===== src/spvc_pkg.sv =====
// Package for the solar pump and valve controller.
// Holds the transaction payload types, the controller state type and fixed codes.
// No dependencies; used by spvc_step and solar_pump_valve_controller.
`default_nettype none

package spvc_pkg;

  // Command codes of an input transaction
  typedef enum logic [1:0] {
    CMD_TICK  = 2'd0,
    CMD_POLL  = 2'd1,
    CMD_STORE = 2'd2,
    CMD_NOP   = 2'd3
  } cmd_t;

  // View codes
  localparam logic [1:0] VIEW_TEMP = 2'd0;
  localparam logic [1:0] VIEW_LOW  = 2'd1;
  localparam logic [1:0] VIEW_HIGH = 2'd2;

  // Servo angles and counter limits
  localparam logic [6:0] ANGLE_OPEN   = 7'd120;
  localparam logic [6:0] ANGLE_CLOSED = 7'd0;
  localparam logic [7:0] TICKS_MAX    = 8'd255;
  localparam logic [6:0] SHOWN_MAX    = 7'd127;
  // Reciprocal of 10 in Q15, exact for 11-bit dividends
  localparam logic [11:0] RECIP_TEN   = 12'd3277;

  typedef struct packed {
    logic [1:0]         cmd;
    logic               key_low_down;
    logic               key_high_down;
    logic               key_temp_down;
    logic               knob_button;
    logic signed [7:0]  knob_delta;
    logic               reading_valid;
    logic signed [11:0] reading_deci;
    logic [5:0]         stored_low;
    logic [5:0]         stored_high;
  } in_item_t;

  typedef struct packed {
    logic [1:0] view_now;
    logic [6:0] shown_value;
    logic       pump_on;
    logic       valve_is_open;
    logic [6:0] valve_angle;
    logic       save_request;
    logic [5:0] save_low;
    logic [5:0] save_high;
  } out_item_t;

  typedef struct packed {
    logic [5:0]         low_setpoint;
    logic [5:0]         high_setpoint;
    logic [5:0]         edit_value;
    logic [1:0]         view_mode;
    logic [2:0]         keys_before;
    logic               knob_before;
    logic [7:0]         hold_ticks;
    logic               hold_cancelled;
    logic signed [11:0] last_temp;
    logic               pump_state;
    logic               valve_state;
  } state_t;

endpackage

`default_nettype wire


===== src/solar_pump_valve_controller.sv =====
// Solar heating pump and valve controller, top level.
// Holds the input register, controller state and result register around spvc_step.
// Depends on spvc_pkg and spvc_step.
//
// Each input transaction (timer tick, service poll, stored setpoint report or no-op)
// yields exactly one result transaction that reports the view, the shown value,
// the pump and valve drives and any save request after that transaction. An
// item is held in the input register, then moves to the result register that
// drives the result port, and waits while the result side stalls; one item is
// accepted every cycle while the result side keeps up. The single combinational
// step lies between the input register and the result register. Setpoints start
// at zero and change only on a stored setpoint report; a committed edit is only offered as a save request.
`default_nettype none

module solar_pump_valve_controller #(
  parameter int DEGREE_LIMIT      = 60,
  parameter int HOLD_CANCEL_TICKS = 2
) (
  input  wire                      clk,
  input  wire                      rst_n,
  input  wire                      in_valid,
  output logic                     in_stall,
  input  wire spvc_pkg::in_item_t  in_data,
  output logic                     out_valid,
  input  wire                      out_stall,
  output spvc_pkg::out_item_t      out_data
);

  logic                 in_valid_r;
  spvc_pkg::in_item_t   in_data_r;
  spvc_pkg::state_t     state_r;
  spvc_pkg::state_t     state_nxt;
  spvc_pkg::out_item_t  result_nxt;
  spvc_pkg::out_item_t  out_data_r;
  logic                 out_valid_r;
  logic                 advance;
  logic                 load_in;

  // Move the held item into the result register when the result slot is free
  assign advance  = !out_valid_r || !out_stall;
  assign load_in  = !in_valid_r || advance;
  assign in_stall = !load_in;

  spvc_step #(
    .DEGREE_LIMIT      (DEGREE_LIMIT),
    .HOLD_CANCEL_TICKS (HOLD_CANCEL_TICKS)
  ) u_step (
    .state_i  (state_r),
    .item_i   (in_data_r),
    .state_o  (state_nxt),
    .result_o (result_nxt)
  );

  // Input register
  always_ff @(posedge clk) begin
    if (!rst_n) begin
      in_valid_r <= 1'b0;
    end else if (load_in) begin
      in_valid_r <= in_valid;
    end
  end

  always_ff @(posedge clk) begin
    if (load_in && in_valid) begin
      in_data_r <= in_data;
    end
  end

  // Controller state, updated as each item leaves the input register
  always_ff @(posedge clk) begin
    if (!rst_n) begin
      state_r.low_setpoint   <= 6'd0;
      state_r.high_setpoint  <= 6'd0;
      state_r.edit_value     <= 6'd0;
      state_r.view_mode      <= spvc_pkg::VIEW_TEMP;
      state_r.keys_before    <= 3'd0;
      state_r.knob_before    <= 1'b0;
      state_r.hold_ticks     <= 8'd0;
      state_r.hold_cancelled <= 1'b0;
      state_r.last_temp      <= 12'sd0;
      state_r.pump_state     <= 1'b0;
      state_r.valve_state    <= 1'b1;
    end else if (in_valid_r && advance) begin
      state_r <= state_nxt;
    end
  end

  // Result register
  always_ff @(posedge clk) begin
    if (!rst_n) begin
      out_valid_r <= 1'b0;
    end else if (advance) begin
      out_valid_r <= in_valid_r;
    end
  end

  always_ff @(posedge clk) begin
    if (advance && in_valid_r) begin
      out_data_r <= result_nxt;
    end
  end

  assign out_valid = out_valid_r;
  assign out_data  = out_data_r;

endmodule

`default_nettype wire


===== src/spvc_step.sv =====
// Combinational step of the controller: next state and result for one transaction.
// Depends on spvc_pkg for the payload and state types and codes.
`default_nettype none

module spvc_step #(
  parameter int DEGREE_LIMIT      = 60,
  parameter int HOLD_CANCEL_TICKS = 2
) (
  input  wire spvc_pkg::state_t    state_i,
  input  wire spvc_pkg::in_item_t  item_i,
  output spvc_pkg::state_t         state_o,
  output spvc_pkg::out_item_t      result_o
);

  localparam logic [5:0]        DEG_LIM   = 6'(DEGREE_LIMIT);
  localparam logic signed [9:0] DEG_LIM_S = 10'(DEGREE_LIMIT);
  localparam logic [7:0]        HOLD_LIM  = 8'(HOLD_CANCEL_TICKS);

  spvc_pkg::state_t   st;
  logic [2:0]         keys;
  logic [2:0]         key_edge;
  logic               save;
  logic [5:0]         s_low;
  logic [5:0]         s_high;
  logic signed [9:0]  edit_sum;
  logic signed [12:0] low_deci;
  logic signed [12:0] high_deci;
  logic signed [12:0] temp_ext;
  logic [22:0]        prod;
  logic [7:0]         quo;
  logic [6:0]         shown;

  // Apply one transaction in the order poll handling requires
  always_comb begin
    st       = state_i;
    save     = 1'b0;
    s_low    = 6'd0;
    s_high   = 6'd0;
    keys     = {item_i.key_temp_down, item_i.key_high_down, item_i.key_low_down};
    key_edge = keys & ~state_i.keys_before;
    edit_sum  = '0;
    low_deci  = 13'(state_i.low_setpoint) * 13'sd10;
    high_deci = 13'(state_i.high_setpoint) * 13'sd10;
    temp_ext  = {item_i.reading_deci[11], item_i.reading_deci};

    unique case (spvc_pkg::cmd_t'(item_i.cmd))
      spvc_pkg::CMD_TICK: begin
        // count button hold time inside an edit view
        if (st.knob_before && st.view_mode != spvc_pkg::VIEW_TEMP &&
            st.hold_ticks < spvc_pkg::TICKS_MAX) begin
          st.hold_ticks = st.hold_ticks + 8'd1;
        end
      end
      spvc_pkg::CMD_POLL: begin
        // key press edges, low then high then temperature
        if (key_edge[0]) begin
          st.view_mode      = spvc_pkg::VIEW_LOW;
          st.edit_value     = st.low_setpoint;
          st.hold_ticks     = 8'd0;
          st.hold_cancelled = 1'b0;
        end
        if (key_edge[1]) begin
          st.view_mode      = spvc_pkg::VIEW_HIGH;
          st.edit_value     = st.high_setpoint;
          st.hold_ticks     = 8'd0;
          st.hold_cancelled = 1'b0;
        end
        if (key_edge[2]) begin
          st.view_mode      = spvc_pkg::VIEW_TEMP;
          st.hold_ticks     = 8'd0;
          st.hold_cancelled = 1'b0;
        end
        st.keys_before = keys;

        // knob button press restarts the hold, release commits the edit
        if (st.view_mode != spvc_pkg::VIEW_TEMP) begin
          if (item_i.knob_button && !st.knob_before) begin
            st.hold_ticks     = 8'd0;
            st.hold_cancelled = 1'b0;
          end else if (!item_i.knob_button && st.knob_before && !st.hold_cancelled) begin
            save = 1'b1;
            if (st.view_mode == spvc_pkg::VIEW_LOW) begin
              s_low  = st.edit_value;
              s_high = st.high_setpoint;
            end else begin
              s_low  = st.low_setpoint;
              s_high = st.edit_value;
            end
            st.view_mode      = spvc_pkg::VIEW_TEMP;
            st.hold_ticks     = 8'd0;
            st.hold_cancelled = 1'b0;
          end
        end
        st.knob_before = item_i.knob_button;

        // long hold abandons the edit; leaving the view clears the hold again
        if (item_i.knob_button && st.view_mode != spvc_pkg::VIEW_TEMP &&
            st.hold_ticks >= HOLD_LIM && !st.hold_cancelled) begin
          st.view_mode      = spvc_pkg::VIEW_TEMP;
          st.hold_ticks     = 8'd0;
          st.hold_cancelled = 1'b0;
        end

        // knob turn, clamped to the setpoint range
        if (st.view_mode != spvc_pkg::VIEW_TEMP && item_i.knob_delta != 8'sd0) begin
          edit_sum = $signed({4'b0000, st.edit_value}) +
                     $signed({{2{item_i.knob_delta[7]}}, item_i.knob_delta});
          if (edit_sum < 10'sd0) begin
            st.edit_value = 6'd0;
          end else if (edit_sum > DEG_LIM_S) begin
            st.edit_value = DEG_LIM;
          end else begin
            st.edit_value = edit_sum[5:0];
          end
        end

        // hysteresis on a valid reading
        if (item_i.reading_valid) begin
          st.last_temp = item_i.reading_deci;
          if (temp_ext < low_deci) begin
            st.pump_state  = 1'b0;
            st.valve_state = 1'b1;
          end else if (temp_ext > high_deci) begin
            st.valve_state = 1'b0;
            st.pump_state  = 1'b1;
          end
        end
      end
      spvc_pkg::CMD_STORE: begin
        st.low_setpoint  = item_i.stored_low;
        st.high_setpoint = item_i.stored_high;
      end
      spvc_pkg::CMD_NOP: begin
        st = state_i;
      end
      default: begin
        st = state_i;
      end
    endcase
  end

  // Edit value or whole degrees of kept reading by reciprocal multiply, saturated
  always_comb begin
    prod  = {12'd0, st.last_temp[10:0]} * {11'd0, spvc_pkg::RECIP_TEN};
    quo   = prod[22:15];
    shown = 7'd0;
    if (st.view_mode != spvc_pkg::VIEW_TEMP) begin
      shown = {1'b0, st.edit_value};
    end else if (st.last_temp > 12'sd0) begin
      shown = (quo > 8'(spvc_pkg::SHOWN_MAX)) ? spvc_pkg::SHOWN_MAX : quo[6:0];
    end
  end

  // Drive next state and result
  always_comb begin
    state_o                = st;
    result_o.view_now      = st.view_mode;
    result_o.shown_value   = shown;
    result_o.pump_on       = st.pump_state;
    result_o.valve_is_open = st.valve_state;
    result_o.valve_angle   = st.valve_state ? spvc_pkg::ANGLE_OPEN : spvc_pkg::ANGLE_CLOSED;
    result_o.save_request  = save;
    result_o.save_low      = s_low;
    result_o.save_high     = s_high;
  end

endmodule

`default_nettype wire

===== config.mk =====
export PLATFORM = sky130hd
export DESIGN_NAME = solar_pump_valve_controller
export DESIGN_NICKNAME = d
export VERILOG_FILES = /design/src/spvc_pkg.sv /design/src/solar_pump_valve_controller.sv /design/src/spvc_step.sv
export SDC_FILE = /design/constraint.sdc
export NUM_CORES = 1
export LEC_CHECK = 0
export BUFFER_PORTS_ARGS = -buffer_cell sky130_fd_sc_hd__buf_2
export CAP_MARGIN = 20
export CORE_MARGIN = 1
export CORE_UTILIZATION = 55
export CTS_BUF_LIST = sky130_fd_sc_hd__clkbuf_16
export CTS_CLUSTER_SIZE = 24
export DETAILED_ROUTE_END_ITERATION = 10
export PLACE_DENSITY = 0.79
export SLEW_MARGIN = 15
export SYNTH_ARGS = -nofsm -noshare
export SYNTH_HDL_FRONTEND = slang
export SYNTH_SLANG_ARGS = --single-unit

===== constraint.sdc =====
create_clock -name clk -period 5.4 [get_ports clk]
set_input_delay 0.54 -clock clk [delete_from_list [all_inputs] [get_ports clk]]
set_output_delay 0.54 -clock clk [all_outputs]
set_load 0.01 [all_outputs]

==> results.md, run 1 <==
- Status: finished, violations left
- Failing checks: negative setup slack
- Largest net degree at the start of global routing: 43
- DRT iter0 DRCs: roughly 490
- Crit path DAT: approximately 5.5 ns
- Most used cell, CP: fa_1
- Hold-critical path depth: 1
- Setup ws final: -0.02980 ns
- CTS sink cnt: between 100 and 150
- Post-synth EDFFs: 63
- Highest Clock Rate: roughly 180 MHz
- VDD IR max: slightly above 0.0002 V
- DRT Pass-1 Iters: 5
- Final GP Congestion: between 0.8 and 0.9
- R2R cell count: 19
- Io pins: 76
- Placed inst area: 0.008897 mm2
- Synth area leaders: edfxtp_1 (23%), ha_1 (17%), dfxtp_1 (12%)
- Pleak: about 0.0044 uW
- Crit path launch type: flop
- Switching power: between 900 and 1000 uW
- Seq/Total Area, Yosys: a little over a third
- Setup slack, reg-to-reg: -0.03 ns
- Vias in the first global route: 6274
- Worst Max-Slew Pin Slew: 0.8815 ns
- Share of cells above drive strength 1: slightly above 20%
- Mapped Area: 0.008249 mm2
- Crit-path cells: nand3b_1, buf_6, mux2i_4, buf_6, ha_4, fa_2, fa_1, inv_1, fa_1, fa_1, ha_4, a211oi_2, o211ai_1, buf_4, a311oi_4, o21ai_2, a311o_1, nand3_1, o311ai_2
- Die W: 124.5 um
- Power share of the clock group: 25.3%
- Register Area: between 0.002 and 0.003 mm2
- Non-filler cells, final: 1132
- Clk buf depth: 2
- RSZ-0062 raised after global routing: yes
- Critical Path RT: between 5 and 6 ns
- Inst Count DP: roughly 1100
- Fin. Hold Viols: 0
- Initial antenna violation count: 0
- End of the worst register-to-register path: out_data[27]
- Avg Inst Size Synth: approximately 9.7 um2
- Clock Latency Late Sink: 0.36 ns
- Distinct cells, synth: 72
- Count of nets after finishing: about 1100
- Comb pwr share: 37.7%
- Global route overflow: 0
- Clock Pin Slew Worst Setup and Hold Paths: 0.08 ns
- Crit-path max FO: 5
- DRC: 0
- Post-DP HPWL: about 15 mm
- CP top delay family: adder cells
- Post-route ant nets: 0
- WS Path Type: flop to flop
- First-pass GRT wire length: approximately 31 mm
- Final period utilization: 100.6%
- Via count: approximately 6500
- Min-delay src: in_data[21]
- CP Buf/Inv Count: 4
- # Max-Cap Violations: 0
- Worst relative slew slack: between 40% and 50%
- Via density: 5.785
- Post-synth top area share: approximately 23%
- Chip Height: between 100 and 150 um
- Fillers: 1108
- Die area: 0.01549 mm2
- Switching Fraction: a little over a third
- Area delta synth->final: 16.55%
- Area taken by multi-input logic gates: 0.005114 mm2
- Asr flop ratio synth: 0%
- Diodes inserted: 0
- Synth Instances: around 850
- Min Tclk post-route: ~5.4 ns
- Slew Viols, Final: 0
- Wire length per cell: 17.31 um
- Core Area: between 0.01 and 0.015 mm2
- Worst setup EP type: flop
- Slowest stage delay, CP: a little under 0.6 ns
- Post-synth top cells: ha_1 (109), inv_1 (99), nor2_1 (69)
- Initial core utilization: between 50 and 60%
- Dominant synthesized flop cell: edfxtp_1
- Reg2reg start: in_data_r[24]
- Layout Skew: approximately 0.012 ns
- Htree depth: 3
- HP Class: primary input to flop
- Total power: approximately 2700 uW
- Internal power: about 1700 uW
- Number of port buffers: 72
- Fin area: 0.009614 mm2
- Most instantiated library cell after synthesis: ha_1
- Crit-path slowest cell: fa_1
- CTS tree: yes
- Setup violations, final: 1
- Hold path endpoint: in_data_r[21]
- Floorplan row count: 44
- Root buf cell: clkbuf_16
- Total CTS buffers: 9
- Register share of total power: between 30 and 40%
- Cell Pwr Density: 275.7 mW/mm2
- Total global-route track usage: 25.08%
- Synth Register Bits: 112
- Drt total wl: a little under 20 mm
- Synth area leader: edfxtp_1
- Synth warnings: 0
[power groups by stage]
stage / combinational (uW) / clock (uW) / sequential, uW
after floorplan: 620 / 0 / 997
after global placement: 826 / 0 / 997
after detailed placement: 855 / 0 / 998
after CTS: 904 / 675 / 980
after global routing: 1120 / 707 / 986
final: 999 / 669 / 982
[cell type report]
cell class	count	share of cell area (%)
inverters	102	3.982
clock inverters	7	0.7808
clock buffers	9	2.343
flip-flops and latches	112	29.88
multi-input cells	606	53.19
well taps	184	2.395
repair buffers	112	7.431
[logic make-up after synthesis]
group / synth area share (%)
AO/OA/AOI/OAI: 15.32
buffers and inverters: 6.765
multiplexers: 3.928
XOR/XNOR: 1.380
AND/OR/NAND/NOR: 12.95
flip-flops: 34.82
other: 0.04546
adder cells (fa/ha/maj): 24.78
[how the worst max path moves through the flow]
stage	startpoint	to	slack [ns]	cells after the start
after detailed placement	in_data_r[24]	out_data[28]	-0.11	19
after global placement	in_data_r[38]	out_data[28]	0.05	19
after floorplan	in_data_r[38]	out_data[28]	0.003	19
after CTS	in_data_r[38]	out_data[28]	0.002	22
after global routing	in_data_r[38]	out_data[27]	-0.14	19
final	in_data_r[24]	out_data[27]	-0.03	19
[state kept, by name, summed over array words and instances (netlist names)]
signal	flops
out_data	24
in_data_r	39
in_valid_r	1
state_r	47
out_valid	1
[metal layers]
layer / up-vias / global-route usage, % / share of wire, %
met5: - / 0 / 0
met4: 0 / 8.079 / 2.1
met3: 34 / 3.995 / 5.9
met2: 238 / 41.66 / 49
met1: 3100 / 33.43 / 43
li1: 3177 / - / -
[cells in the final DEF, fill, tap and decap left out, types with 4 or more instances in the layout]
master / netlist / final
nand2_1: 66 / 66
o21ai_0: 40 / 37
inv_2: 2 / 14
mux2i_4: 1 / 6
a21o_1: 15 / 15
edfxtp_1: 63 / 63
and2_1: 5 / 5
or2_2: 6 / 6
o21ai_1: 3 / 5
nand2b_1: 7 / 7
buf_2: 2 / 73
inv_1: 99 / 87
nand3_1: 14 / 14
dfxtp_1: 49 / 49
o211ai_1: 6 / 6
a211oi_2: 4 / 5
nand3b_1: 5 / 5
clkbuf_16: 0 / 9
o31ai_1: 5 / 5
a211oi_1: 16 / 14
nor2b_1: 9 / 8
fa_1: 34 / 31
o21a_1: 9 / 9
mux2i_1: 29 / 21
nor4_1: 5 / 5
a21oi_1: 57 / 55
ha_1: 109 / 96
nor3_1: 14 / 14
nor2_1: 69 / 69
ha_4: 0 / 10
buf_4: 8 / 33
a31oi_1: 7 / 6
xor2_1: 12 / 12
nand4_1: 4 / 4
[timing repair]
action / 4_1_cts / 5_1_grt
cloned: 1 / 0
buffers inserted: 5 / 9
hold buffers: 0 / 0
endpoints found under the hold margin: 0 / 0
resized for setup: 16 / 44
pin swaps: 6 / 26
setup endpoints to repair: 7 / 7
[stage by stage]
stage | TNS, ns | setup WS (ns) | hold slack [ns] | util [%]
2_1_floorplan | 0 | 0.002919 | 0.4268 | -
3_3_place_gp | 0 | 0.05176 | 0.4367 | 60.76
3_5_place_dp | -0.5348 | -0.1125 | 0.4420 | 60.99
4_1_cts | 0 | 0.002072 | 0.3448 | 64.08
5_1_grt | -0.4458 | -0.1402 | 0.3400 | 65.90
6_report | -0.02980 | -0.02980 | 0.3516 | 65.90
No activity file was read; power rests on OpenSTA's default activity.
==> inputs of run 2 (changes only) <==
CELL_PAD_IN_SITES_DETAIL_PLACEMENT = 0   (was unset)
CELL_PAD_IN_SITES_GLOBAL_PLACEMENT = 1   (was unset)
CORE_ASPECT_RATIO = 2   (was unset)
CORE_UTILIZATION = 43   (was 55)
SLEW_MARGIN = 10   (was 15)
==> run 2 against run 1 <==
  * The flow now finishes without violations
  * Total power grew 5.0%
  * Routed wire length increased by 10%
  * Global-route usage fell by 2.6 points
  * Sequential share of layout area decreased by 0.64 points
  * Sequential cell count is the same
  * Worst setup slack improved by 0.054 ns
  * Critical path type unchanged
  * Largest cell class unchanged
==> results.md, run 2 (synthesis gave the netlist of run 1 again) <==
- Status: completed
- Setup slack, reg-to-reg: about 0.024 ns
- Final period utilization: ~100%
- Area delta synth->final: 19.10%
- Largest net degree at the start of global routing: a little under 50
- Count of nets after finishing: between 1000 and 1500
- Layout Skew: 0.008052 ns
- Pleak: approximately 0.0045 uW
- Critical Path RT: approximately 5.5 ns
- Via count: 6570
- Io pins: 76
- Via density: approximately 5.4
- Post-DP HPWL: about 17 mm
- Largest register FFs: between 40 and 50
- First-pass GRT wire length: between 30 and 40 mm
- Floorplan row count: between 70 and 80
- Switching power: between 900 and 1000 uW
- Post-CTS Hold Fix Bufs: 0
- Share of cells above drive strength 1: about 22%
- End of the worst register-to-register path: out_data[28]
- Clock Pin Slew Worst Setup and Hold Paths: about 0.080 ns
- Min-delay src: in_data[13]
- Area taken by multi-input logic gates: 0.005132 mm2
- Initial core utilization: a little over two fifths
- Worst relative slew slack: around 44%
- Register Area: about 0.0029 mm2
- Min Tclk post-route: around 5.4 ns
- Crit-path slowest cell: fa_2
- Final core utilization: 52.17%
- Hold path endpoint: in_data_r[13]
- Final GP Congestion: between 0.8 and 0.9
- Internal power: about 1800 uW
- Highest Clock Rate: 186.0 MHz
- Chip Height: roughly 200 um
- CTS tree: yes
- Initial antenna violation count: 0
- Htree depth: 3
- Most common cell after layout, fill and taps aside: ha_1
- DRT Pass-1 Iters: 4
- Crit-path max FO: 5
- DRT iter0 DRCs: about 220
- Die W: about 100 um
- Register share of total power: ~35%
- Root buf cell: clkbuf_16
- Crit path DAT: approximately 5.5 ns
- # Max-Cap Violations: 0
- Fillers: between 1500 and 2000
- WS Path Type: flop to flop
- Worst setup EP type: flop
- Core Area: between 0.015 and 0.02 mm2
- Fin. Hold Viols: 0
- Total global-route track usage: 22.52%
- Clock Latency Late Sink: ~0.36 ns
- Non-filler cells, final: approximately 1200
- Drt total wl: approximately 22 mm
- Crit path launch type: flop
- Total CTS buffers: 9
- Commonest cells after routing, fill and taps aside: ha_1 (99), inv_1 (90), buf_2 (72)
- Placed inst area: just over 0.009 mm2
- Worst Max-Slew Pin Slew: about 0.84 ns
- Slowest stage delay, CP: 0.62 ns
- Wire length per cell: between 15 and 20 um
- Power share of the clock group: between 20% and 30%
- Setup violations, final: 0
- Clk buf depth: 2
- R2R cell count: 19
- Total power: roughly 2800 uW
- Top reg by flops: state_r
- Die area: approximately 0.020 mm2
- Slew Viols, Final: 0
- Crit-path cells: nand3b_1, buf_6, buf_12, mux2i_4, ha_4, inv_2, fa_1, inv_2, fa_1, fa_1, fa_2, ha_4, a211oi_2, o211ai_1, a31o_2, a31o_1, a211o_1, xor2_1, o21a_1
- Inst Count DP: approximately 1200
- Hold-critical path depth: 1
- Comb pwr share: between 30% and 40%
- Cell Pwr Density: ~280 mW/mm2
- Most used cell, CP: fa_1
- RSZ-0062 raised after global routing: yes
- Switching Fraction: between 30% and 40%
- Fin area: approximately 0.01 mm2
- Reg2reg start: in_data_r[38]
- VDD IR max: approximately 0.00016 V
- Diodes inserted: 0
- DRC: 0
- Global route overflow: 0
- CTS sink cnt: approximately 110
- Post-route ant nets: 0
- Number of port buffers: a little over 70
- HP Class: primary input to flop
- Setup_tns: 0 ns
- Vias in the first global route: between 6000 and 7000
-- run 2: cell count changes in the layout (fill, tap and decap cells not counted), sizes merged --
| cell | change |
|---|---|
| buf | +13 |
| inv | +1 |
| clkinv | -1 |
| clkinvlp | -1 |
| bufinv | +1 |
-- run 2: cell type report --
type                       instances  area share [%]
clock buffer                       9           2.292
clock inverter                     7          0.8788
inverter                         102           3.897
multi-input combinational        606           52.24
sequential                       112           29.24
tap                              255           3.248
timing repair buffer             125           8.202
-- run 2: how the worst max path moves through the flow --
stage                              end  depth (start not counted)           from  slack, ns
after floorplan           out_data[28]                         19  in_data_r[38]      0.003
after global placement    out_data[28]                         18  in_data_r[38]      -0.01
after detailed placement  out_data[28]                         17  in_data_r[38]      -0.13
after CTS                 out_data[28]                         19  in_data_r[38]       0.02
after global routing      out_data[28]                         20  in_data_r[38]      -0.16
final                     out_data[28]                         19  in_data_r[38]       0.02
-- run 2: metrics by stage --
stage	hold slack [ns]	setup WS (ns)
after floorplan	0.4268	0.002919
after global placement	0.4458	-0.009584
after detailed placement	0.4511	-0.1269
after CTS	0.3355	0.01673
after global routing	0.3383	-0.1572
final	0.3480	0.02391
-- run 2: repair_timing --
item                                    4_1_cts  5_1_grt
endpoints found under the setup margin        7        7
buffers inserted                              3        3
gates resized for setup                      15       52
pin swaps                                     8       36
gates cloned                                  1        0
-- run 2: critical path, delay by kind of cell (launching register included) --
family                   cells  cell delay, ns
flip-flops                   1            0.39
AO/OA/AOI/OAI                6            1.24
buffers and inverters        4            0.36
XOR/XNOR                     1            0.15
AND/OR/NAND/NOR              1            0.18
multiplexers                 1            0.20
adder cells (fa/ha/maj)      6            2.60
-- run 2: power by group through the flow --
stage | Clock [uW] | Combinational, uW | Sequential, uW
6_report | 697 | 1100 | 984
5_1_grt | 738 | 1230 | 989
4_1_cts | 712 | 1010 | 983
3_5_place_dp | 0 | 967 | 1000
3_3_place_gp | 0 | 958 | 1000
2_1_floorplan | 0 | 620 | 997
-- run 2: routing by layer --
layer	up-vias	share of wire, %	track usage (%)
li1	3192	-	-
met1	3178	34	20.57
met2	144	58	45.80
met3	56	2.3	2.224
met4	0	5.5	13.56
met5	-	0	0
